[src/rtl/core/blp_pkg.sv]
// Battery level line parser: shared types, phase codes and report prefix.
// No dependencies; used by every module of the block but blp_checker.
package blp_pkg;

    // Byte codes
    localparam logic [7:0] CHAR_LF    = 8'd10;
    localparam logic [7:0] CHAR_CR    = 8'd13;
    localparam logic [7:0] CHAR_PLUS  = 8'd43;
    localparam logic [7:0] CHAR_MINUS = 8'd45;
    localparam logic [7:0] CHAR_COMMA = 8'd44;
    localparam logic [7:0] CHAR_SPACE = 8'd32;
    localparam logic [7:0] CHAR_HT    = 8'd9;
    localparam logic [7:0] CHAR_VT    = 8'd11;
    localparam logic [7:0] CHAR_FF    = 8'd12;
    localparam logic [7:0] CHAR_ZERO  = 8'd48;
    localparam logic [7:0] CHAR_NINE  = 8'd57;

    // Parse phases; codes below PH_LVL_START index the prefix text
    localparam logic [4:0] PH_LVL_START = 5'd11;
    localparam logic [4:0] PH_LVL_SIGN  = 5'd12;
    localparam logic [4:0] PH_LVL_DIG   = 5'd13;
    localparam logic [4:0] PH_FLG_START = 5'd14;
    localparam logic [4:0] PH_FLG_SIGN  = 5'd15;
    localparam logic [4:0] PH_FLG_DIG   = 5'd16;
    localparam logic [4:0] PH_DONE      = 5'd17;
    localparam logic [4:0] PH_FAIL      = 5'd18;

    // Range limits
    localparam logic [6:0] LEVEL_MAX     = 7'd100;
    localparam logic [6:0] LEVEL_SAT     = 7'd127;
    localparam logic [1:0] FLAG_SAT      = 2'd3;

    typedef struct packed {
        logic [4:0] phase;
        logic [6:0] lvl_mag;
        logic       lvl_neg;
        logic [1:0] flg_mag;
        logic       flg_neg;
    } t_parse_state;

    typedef struct packed {
        logic       present;
        logic [6:0] percent;
        logic       charging;
    } t_store;

    typedef struct packed {
        t_store store;
        logic   line_accepted;
        logic   first_detection;
    } t_result;

    localparam t_parse_state PARSE_IDLE = '{
        phase: 5'd0, lvl_mag: 7'd0, lvl_neg: 1'b0, flg_mag: 2'd0, flg_neg: 1'b0
    };

    // Prefix text "AT+BATTLVL=", one character per phase
    function automatic logic [7:0] prefix_char(input logic [3:0] idx);
        logic [7:0] c;
        case (idx)
            4'd0:    c = 8'h41; // A
            4'd1:    c = 8'h54; // T
            4'd2:    c = 8'h2B; // +
            4'd3:    c = 8'h42; // B
            4'd4:    c = 8'h41; // A
            4'd5:    c = 8'h54; // T
            4'd6:    c = 8'h54; // T
            4'd7:    c = 8'h4C; // L
            4'd8:    c = 8'h56; // V
            4'd9:    c = 8'h4C; // L
            4'd10:   c = 8'h3D; // =
            default: c = 8'h00;
        endcase
        return c;
    endfunction

endpackage

[src/rtl/core/blp_step.sv]
// Battery level line parser: next-state and result logic for one byte.
// Depends on blp_pkg.
module blp_step #(
    parameter int LINE_CAPACITY = 64,
    parameter int LEN_W         = $clog2(LINE_CAPACITY)
) (
    input  logic [7:0]           i_byte,
    input  logic [LEN_W-1:0]     i_len,
    input  blp_pkg::t_parse_state i_ps,
    input  blp_pkg::t_store      i_store,
    output logic [LEN_W-1:0]     o_len,
    output blp_pkg::t_parse_state o_ps,
    output blp_pkg::t_store      o_store,
    output blp_pkg::t_result     o_result
);

    localparam logic [LEN_W:0] CAP_V = (LEN_W+1)'(LINE_CAPACITY);

    logic                  is_term;
    logic                  is_blank;
    logic                  is_digit;
    logic                  is_sign;
    logic [3:0]            digit;
    logic [10:0]           lvl_acc;
    logic [5:0]            flg_acc;
    logic [1:0]            flg_first;
    logic [LEN_W:0]        len_inc;
    logic                  done;
    logic                  lvl_ok;
    logic                  flg_ok;
    logic                  accepted;
    blp_pkg::t_parse_state adv;

    // Classify the byte
    assign is_term  = (i_byte == blp_pkg::CHAR_LF) || (i_byte == blp_pkg::CHAR_CR);
    assign is_blank = (i_byte == blp_pkg::CHAR_SPACE) || (i_byte == blp_pkg::CHAR_HT) ||
                      (i_byte == blp_pkg::CHAR_VT) || (i_byte == blp_pkg::CHAR_FF);
    assign is_digit = (i_byte >= blp_pkg::CHAR_ZERO) && (i_byte <= blp_pkg::CHAR_NINE);
    assign is_sign  = (i_byte == blp_pkg::CHAR_PLUS) || (i_byte == blp_pkg::CHAR_MINUS);
    assign digit    = i_byte[3:0];

    // Decimal accumulate: mag*10 + digit
    assign lvl_acc   = {1'b0, i_ps.lvl_mag, 3'b000} + {3'b000, i_ps.lvl_mag, 1'b0}
                     + {7'd0, digit};
    assign flg_acc   = {1'b0, i_ps.flg_mag, 3'b000} + {3'b000, i_ps.flg_mag, 1'b0}
                     + {2'd0, digit};
    assign flg_first = (digit > 4'd3) ? blp_pkg::FLAG_SAT : digit[1:0];

    // Advance the matcher by one character
    always_comb begin
        adv = i_ps;
        if (i_ps.phase < blp_pkg::PH_LVL_START) begin
            adv.phase = (i_byte == blp_pkg::prefix_char(i_ps.phase[3:0])) ?
                        i_ps.phase + 5'd1 : blp_pkg::PH_FAIL;
        end else begin
            case (i_ps.phase)
                blp_pkg::PH_LVL_START: begin
                    if (is_blank) begin
                        adv.phase = i_ps.phase;
                    end else if (is_sign) begin
                        adv.lvl_neg = (i_byte == blp_pkg::CHAR_MINUS);
                        adv.phase   = blp_pkg::PH_LVL_SIGN;
                    end else if (is_digit) begin
                        adv.lvl_mag = {3'd0, digit};
                        adv.phase   = blp_pkg::PH_LVL_DIG;
                    end else begin
                        adv.phase = blp_pkg::PH_FAIL;
                    end
                end
                blp_pkg::PH_FLG_START: begin
                    if (is_blank) begin
                        adv.phase = i_ps.phase;
                    end else if (is_sign) begin
                        adv.flg_neg = (i_byte == blp_pkg::CHAR_MINUS);
                        adv.phase   = blp_pkg::PH_FLG_SIGN;
                    end else if (is_digit) begin
                        adv.flg_mag = flg_first;
                        adv.phase   = blp_pkg::PH_FLG_DIG;
                    end else begin
                        adv.phase = blp_pkg::PH_FAIL;
                    end
                end
                blp_pkg::PH_LVL_SIGN: begin
                    if (is_digit) begin
                        adv.lvl_mag = {3'd0, digit};
                        adv.phase   = blp_pkg::PH_LVL_DIG;
                    end else begin
                        adv.phase = blp_pkg::PH_FAIL;
                    end
                end
                blp_pkg::PH_FLG_SIGN: begin
                    if (is_digit) begin
                        adv.flg_mag = flg_first;
                        adv.phase   = blp_pkg::PH_FLG_DIG;
                    end else begin
                        adv.phase = blp_pkg::PH_FAIL;
                    end
                end
                blp_pkg::PH_LVL_DIG: begin
                    if (is_digit) begin
                        adv.lvl_mag = (lvl_acc > {4'd0, blp_pkg::LEVEL_SAT}) ?
                                      blp_pkg::LEVEL_SAT : lvl_acc[6:0];
                    end else begin
                        adv.phase = (i_byte == blp_pkg::CHAR_COMMA) ?
                                    blp_pkg::PH_FLG_START : blp_pkg::PH_FAIL;
                    end
                end
                blp_pkg::PH_FLG_DIG: begin
                    if (is_digit) begin
                        adv.flg_mag = (flg_acc > {4'd0, blp_pkg::FLAG_SAT}) ?
                                      blp_pkg::FLAG_SAT : flg_acc[1:0];
                    end else begin
                        adv.phase = blp_pkg::PH_DONE;
                    end
                end
                blp_pkg::PH_DONE: begin
                    adv.phase = i_ps.phase;
                end
                default: begin
                    adv.phase = blp_pkg::PH_FAIL;
                end
            endcase
        end
    end

    // Line check at the terminator
    assign done     = (i_ps.phase == blp_pkg::PH_FLG_DIG) || (i_ps.phase == blp_pkg::PH_DONE);
    assign lvl_ok   = (i_ps.lvl_mag <= blp_pkg::LEVEL_MAX) &&
                      (!i_ps.lvl_neg || (i_ps.lvl_mag == 7'd0));
    assign flg_ok   = (i_ps.flg_mag <= 2'd1) && (!i_ps.flg_neg || (i_ps.flg_mag == 2'd0));
    assign len_inc  = {1'b0, i_len} + {{LEN_W{1'b0}}, 1'b1};
    assign accepted = is_term && (i_len != '0) && done && lvl_ok && flg_ok;

    // Select next line state: close a non-empty line, append or drop on overrun
    always_comb begin
        o_len   = i_len;
        o_ps    = i_ps;
        o_store = i_store;
        if (is_term) begin
            if (i_len != '0) begin
                o_len = '0;
                o_ps  = blp_pkg::PARSE_IDLE;
                if (accepted) begin
                    o_store.present  = 1'b1;
                    o_store.percent  = i_ps.lvl_mag;
                    o_store.charging = i_ps.flg_mag[0];
                end
            end
        end else if (len_inc < CAP_V) begin
            o_len = len_inc[LEN_W-1:0];
            o_ps  = adv;
        end else begin
            o_len = '0;
            o_ps  = blp_pkg::PARSE_IDLE;
        end
    end

    assign o_result.store           = o_store;
    assign o_result.line_accepted   = accepted;
    assign o_result.first_detection = accepted && !i_store.present;

endmodule

[src/rtl/core/blp_out_reg.sv]
// Battery level line parser: result register with valid/ready handshake.
// Depends on blp_pkg.
module blp_out_reg (
    input  logic             i_clk,
    input  logic             i_rst_n,
    input  logic             i_load,
    input  blp_pkg::t_result i_result,
    output logic             o_can_load,
    output logic             o_valid,
    input  logic             i_ready,
    output blp_pkg::t_result o_result
);

    logic             r_valid;
    blp_pkg::t_result r_result;

    assign o_can_load = !r_valid || i_ready;
    assign o_valid    = r_valid;
    assign o_result   = r_result;

    // Hold result until taken; load a new one when free or draining
    always_ff @(posedge i_clk) begin
        if (!i_rst_n) begin
            r_valid <= 1'b0;
        end else if (i_load) begin
            r_valid <= 1'b1;
        end else if (i_ready) begin
            r_valid <= 1'b0;
        end
    end

    always_ff @(posedge i_clk) begin
        if (i_load) begin
            r_result <= i_result;
        end
    end

endmodule

[src/rtl/core/battery_level_line_parser_top.sv]
// Channel   | Handshake          | Payload
// ----------+--------------------+---------------------------------------------
// byte in   | i_valid / o_ready  | i_rx_byte
// result    | o_valid / i_ready  | o_present o_percent o_charging
//           |                    | o_line_accepted o_first_detection
//
// One byte per cycle sustained while the result side is ready; each request's
// result passes through the input register, then into the result register.
// Synchronous active-low reset clears the line state and stored report.
// A stall on the result side holds the result register; the input register
// still takes one more byte, then o_ready drops until the result is taken.
//
// Top level of the battery level line parser. Depends on blp_pkg, blp_step
// and blp_out_reg.
module battery_level_line_parser_top #(
    parameter int LINE_CAPACITY = 64
) (
    input  logic       i_clk,
    input  logic       i_rst_n,
    input  logic       i_valid,
    output logic       o_ready,
    input  logic [7:0] i_rx_byte,
    output logic       o_valid,
    input  logic       i_ready,
    output logic       o_present,
    output logic [6:0] o_percent,
    output logic       o_charging,
    output logic       o_line_accepted,
    output logic       o_first_detection
);

    localparam int LEN_W = $clog2(LINE_CAPACITY);

    logic                  r_in_valid;
    logic [7:0]            r_in_byte;
    logic [LEN_W-1:0]      r_len;
    blp_pkg::t_parse_state r_ps;
    blp_pkg::t_store       r_store;
    logic [LEN_W-1:0]      n_len;
    blp_pkg::t_parse_state n_ps;
    blp_pkg::t_store       n_store;
    blp_pkg::t_result      step_result;
    blp_pkg::t_result      out_result;
    logic                  out_can_load;
    logic                  fire;

    assign fire    = r_in_valid && out_can_load;
    assign o_ready = !r_in_valid || fire;

    // Input register: take a request when empty or whenever the held one moves on
    always_ff @(posedge i_clk) begin
        if (!i_rst_n) begin
            r_in_valid <= 1'b0;
        end else if (i_valid && o_ready) begin
            r_in_valid <= 1'b1;
        end else if (fire) begin
            r_in_valid <= 1'b0;
        end
    end

    always_ff @(posedge i_clk) begin
        if (i_valid && o_ready) begin
            r_in_byte <= i_rx_byte;
        end
    end

    blp_step #(
        .LINE_CAPACITY (LINE_CAPACITY),
        .LEN_W         (LEN_W)
    ) u_step (
        .i_byte   (r_in_byte),
        .i_len    (r_len),
        .i_ps     (r_ps),
        .i_store  (r_store),
        .o_len    (n_len),
        .o_ps     (n_ps),
        .o_store  (n_store),
        .o_result (step_result)
    );

    // Advance line state and stored report as each byte passes
    always_ff @(posedge i_clk) begin
        if (!i_rst_n) begin
            r_len   <= '0;
            r_ps    <= blp_pkg::PARSE_IDLE;
            r_store <= '0;
        end else if (fire) begin
            r_len   <= n_len;
            r_ps    <= n_ps;
            r_store <= n_store;
        end
    end

    blp_out_reg u_out (
        .i_clk      (i_clk),
        .i_rst_n    (i_rst_n),
        .i_load     (fire),
        .i_result   (step_result),
        .o_can_load (out_can_load),
        .o_valid    (o_valid),
        .i_ready    (i_ready),
        .o_result   (out_result)
    );

    assign o_present         = out_result.store.present;
    assign o_percent         = out_result.store.percent;
    assign o_charging        = out_result.store.charging;
    assign o_line_accepted   = out_result.line_accepted;
    assign o_first_detection = out_result.first_detection;

endmodule

[config.mk]
export PLATFORM = sky130hd
export DESIGN_NAME = battery_level_line_parser_top
export DESIGN_NICKNAME = d
export VERILOG_FILES = /design/src/rtl/core/blp_pkg.sv /design/src/rtl/core/blp_step.sv /design/src/rtl/core/blp_out_reg.sv /design/src/rtl/core/battery_level_line_parser_top.sv
export SDC_FILE = /design/constraint.sdc
export NUM_CORES = 1
export LEC_CHECK = 0
export BUFFER_PORTS_ARGS = -buffer_cell sky130_fd_sc_hd__buf_2
export CAP_MARGIN = 10
export CORE_AREA = 2 2 92 94
export CTS_CLUSTER_SIZE = 25
export DETAILED_ROUTE_END_ITERATION = 16
export DIE_AREA = 0 0 94 96
export PLACE_DENSITY = 0.72
export SKIP_CTS_REPAIR_TIMING = 1
export SLEW_MARGIN = 10
export SYNTH_ARGS = -nofsm -noshare
export SYNTH_HDL_FRONTEND = slang
export SYNTH_HIERARCHICAL = 1
export SYNTH_SLANG_ARGS = --single-unit
[constraint.sdc]
create_clock -name i_clk -period 6 [get_ports i_clk]
set_input_delay 0.9 -clock i_clk [delete_from_list [all_inputs] [get_ports i_clk]]
set_output_delay 0.9 -clock i_clk [all_outputs]
set_load 0.02 [all_outputs]
# Word-level counts from Yosys, hierarchy flattened
# Memories as Yosys holds them, arrays and structs flattened. A register that Yosys moved wholly into a read port is not among the register bits.
# Cells that the tools add are included.
[totals] register_bits=52 mem_bits_ro=112 in_bits=12 mem_count=1
[memory_table] memory="(no name shown)" words=16 word_bits=7 rd=1 rd_clocked_by_memory_dff=1 write_ports=0 line_no="blp_pkg.sv:60" source="case (idx)"
[op_classes] addsub=6 magnitude_cmp=9 eq_ne=36 n_mux=45 n_reduce_logical=36
[op_table] op="two-way mux 5 bit" n=10
[op_table] op="two-way mux 16 bit" n=3
[op_table] op="== test 8 x 4 -> 1 bit, second input constant" n=5
[op_table] op="case mux 5 bit (7 select lines)" n=1
[op_table] op="== test 8 x 6 -> 1 bit, second input constant" n=4
[op_table] op="two-way mux 7 bit" n=4
[op_table] op="two-way mux 9 bit" n=3
[op_table] op="== test 5 x 4 -> 1 bit, second input constant" n=5
[op_table] op="inequality test 5 x 4 -> 1 bit, second input constant" n=5
[op_table] op="case mux 7 bit (3 select lines)" n=1
[op_table] op="AND reduction 7 bit" n=3
[op_table] op="two-way mux 6 bit" n=3
[op_table] op="two-way mux 8 bit" n=2
[op_table] op="inequality test 4 x 3 -> 1 bit, second input constant" n=4
[op_table] op="two-way mux 2 bit" n=6
[op_table] op="inequality test 3 x 2 -> 1 bit, second input constant" n=4
[op_table] op="inequality test 4 x 2 -> 1 bit, second input constant" n=3
[op_table] op="AND reduction 6 bit" n=2
[op_table] op="adder 10 x 8 -> 11 bit" n=1
[op_table] op="adder 11 x 4 -> 11 bit" n=1
[op_table] op="> comparator 11 x 7 -> 1 bit, second input constant" n=1
[op_table] op="two-way mux 11 bit" n=1
[op_table] op="== test 5 bit, second input constant" n=2
[op_table] op="logical AND 1 bit" n=10
[op_table] op="other kinds (27)" n=48

# Depth between registers and ports, before layout
[depth] depth_word=11 mapped_depth=13

# By module
# Netlist, hierarchy kept.
[by_module_without_submodules] module="blp_step" n_inst=1 cells_each=348 area_each_um2=2467.4 seq_area_each_um2=0.0
[by_module_without_submodules] module="battery_level_line_parser_top" n_inst=1 cells_each=154 area_each_um2=1466.4 seq_area_each_um2=880.8
[by_module_without_submodules] module="blp_out_reg" n_inst=1 cells_each=15 area_each_um2=379.1 seq_area_each_um2=350.3

# Least setup slack after synthesis
# No wires, ideal clock.
[synth_timing] path_type="reg2reg" from="register r_in_byte[3]" to="register r_ps[6] (netlist name)" t_arrival_ns=2.740 required_ns=5.883 path_slack_ns=3.143 stages_incl_launch_ff=14 synth_period_minus_slack_ns=2.857 path_cell_list="edfxtp_1 buf_4 inv_1 fa_1 inv_1 ha_1 a21oi_1 o22ai_1 or4_1 o211ai_1 nand3_1 a31o_1 nand4_1 o21ai_1"
[synth_lines] element="start: declaration" line_no="battery_level_line_parser_top.sv:35" source="logic [7:0] r_in_byte;"
[synth_lines] element="start signal: assignment" line_no="battery_level_line_parser_top.sv:63" source="r_in_byte <= i_rx_byte;"
[synth_lines] element="end signal: assignment" line_no="battery_level_line_parser_top.sv:85" source="r_ps <= blp_pkg::PARSE_IDLE;"
[synth_lines] element="end signal: assignment" line_no="battery_level_line_parser_top.sv:89" source="r_ps <= n_ps;"
[synth_lines] element="end: declaration" line_no="battery_level_line_parser_top.sv:37" source="blp_pkg::t_parse_state r_ps;"

==> results.toml <==
[synth]
synth_top_area_cell = "dfxtp_1"
synthArstFlopShare_pct = 0
yosysUniqueCellTypes = 80
syn-mean-instance-area_um2 = 8.34
synth_nets = 557
synthFlopType = "dfxtp_1"
syn_inst = 517
ys_warn_count = 6
synth-seq-cells = 52
synth_area_um2 = 4310
ys_top_cells_by_count = "53 x nand2_1, 37 x o21ai_1, 34 x nor2_1"
synth_top_cell_area_share_pct = 15.3
yosysMostFrequentCell = "nand2_1"
yosys-top-cells-area = "dfxtp_1 15%, edfxtp_1 13%, ha_1 7.3%"
synth_edf_count = 19
yosysSeqAreaShare_pct = 28.5

[worst_setup_path]
path_max_fanout = 10
cp.required_ps = 6210
start_kind = "register"
crit_arrival_ps = 3490
critPathKind = "register to register"
end_kind = "register"
rrSetupSlack_ps = 2720

[die]
start_util_pct = 53.6
die_w_um = 94
row_count = 33
die-area_um2 = 9020
core-area_um2 = 8050
chipHeight_um = 96
ioPinCount = 25

[drt]
drc = 0
totalWireLength_um = 11200
ant_nets = 0
drt_iter0_drc = 356
dr_total_vias = 3909
vias_per_cell = 6.41
firstDrtPassIters = 5
post_drt_wl_per_cell_um = 18.4

[power_and_ir_drop]
p_leak_uw = 0.00163
peakVddDrop_v = 0.000112
power.total_uw = 713
power_frac_clock_pct = 31.3
p_per_area_nw_per_um2 = 163
pwr-share-seq_pct = 54.8
p_sw_uw = 216
internal_power_uw = 497
combPwrFrac_pct = 13.8
sw_frac_of_total_pct = 30.3

[grt]
grt_pass1_vias = 3583
antenna_found_initial = 0
grt_max_degree = 65
grt_first_pass_wirelength_um = 18100
track_usage_pct = 25.5
grt-ovfl-total = 0

[place]
gp_congestion = 0.963
port_buffers = 24
hpwl_um = 7880
place_inst = 602

[sta]
rsz0062_at_grt = "no"
final_hold_viol_count = 0
final.min_clock_period_ps = 3280
clock_skew_ps = 8.78
max_freq_ghz = 0.305
slew_headroom_pct = 27.1
finalCritPeriodShare_pct = 54.7
setup_tns_ps = 0
slew_viol_final = 0
worst_slew_pin_slew_ps = 1090
setup_violations = 0

[clocking]
numClockSinks = 52
clk_pin_slew_ps = 110
cts_buffers = 5
root_buffer = "clkbuf_8"
htreeDepth = 2
clock_latency_ps = 320
cts_tree = "built"
ctsLongestPathBuffers = 2

[layout]
finalNonFillerCells = 610
areaGrowthSynthToFinish_pct = 1.74
fillers = 767
num-nets-final = 544
drive_gt1_share_pct = 12.3
regArea_um2 = 1230
multiInputGateArea_um2 = 2690
antenna_cells = 0

[min_path]
hold_path.class = "register to register"

[outcome]
outcome = "finished clean"

[flow_run]
maxCapViolCount = 0
## final cells by class
type	instances	share of cell area, %
Timing Repair Buffer	25	2.91
Multi-Input combinational cell	390	61.2
Clock buffer	5	1.57
Clock inverter	3	0.656
Inverter	30	2.57
Tap cell	105	2.99
Sequential cell	52	28.1
## layer usage
metal / GRT usage (%) / part of all wire, % / vias to the layer above
met3: 3.60 / 6.2 / 19
met5: 0 / 0 / -
met1: 34.5 / 45 / 1871
met4: 6.76 / 1.9 / 0
li1: - / - / 1877
met2: 43.0 / 47 / 142
## state kept, by name, summed over array words and instances, names as in the netlist
name	count
u_out/o_valid	1
r_in_byte	8
r_len	6
r_in_valid	1
r_store	9
u_out/o_result	11
r_ps	16
## worst max-delay path: stages (launching register included)
cell,delay [ps]
edfxtp_1,590
inv_1,170
fa_1,620
inv_1,60
ha_1,280
a21oi_1,210
o22ai_1,180
or4_1,430
o211ai_1,150
nand3_1,110
a31o_1,230
nand4_1,70
o21ai_1,80
## placed cells by master, fill, tap and decap left out, drive strengths merged, types with 8 or more instances in the layout
master and instances:
nand2 54, o21ai 47, nor2 35, dfxtp 33, inv 33, nand4 32
ha 25, buf 25, a21oi 20, edfxtp 19, o22ai 12, xnor2 11
nand3 9, mux2 8, nand2b 8
## power by group through the flow
| stage | Combinational [uW] | Clock [uW] | Sequential (uW) |
|---|---|---|---|
| 6_report | 98.6 | 223 | 391 |
| 5_1_grt | 108 | 239 | 393 |
| 4_1_cts | 97.6 | 231 | 391 |
| 3_5_place_dp | 97.2 | 0 | 399 |
| 3_3_place_gp | 96.3 | 0 | 399 |
| 2_1_floorplan | 77.6 | 0 | 393 |
## logic make-up (layout without fill, tap and decap cells)
family,after synthesis,in the layout,share of synthesized area (%)
simple gates,195,195,25.5
fa+ha+maj,28,28,8.65
mux,11,11,2.79
xor+xnor,13,13,2.64
compound gates,143,143,22.8
buf+inv,75,63,9.14
flops,52,52,28.5
## stage by stage
stage	area [um2]	hold slack (ps)	setup slack [ps]	util, %
6_report	4390	451	2720	54.5
5_1_grt	4390	481	2480	54.5
4_1_cts	4390	456	2730	54.5
3_5_place_dp	4290	438	2730	53.3
3_3_place_gp	4290	433	2850	53.3
2_1_floorplan	4310	425	3140	-
## path summary, 6_finish.rpt
kind	from	end	cells past startpoint
max	r_in_byte[3]$_DFFE_PP_	r_ps[6]$_SDFFE_PN0P_	12
min	r_store[2]$_SDFFE_PN0P_	r_store[2]$_SDFFE_PN0P_	2
max reg2reg	r_in_byte[3]$_DFFE_PP_	r_ps[6]$_SDFFE_PN0P_	12
min reg2reg	r_store[2]$_SDFFE_PN0P_	r_store[2]$_SDFFE_PN0P_	2
No activity file was read; power rests on OpenSTA's default activity.
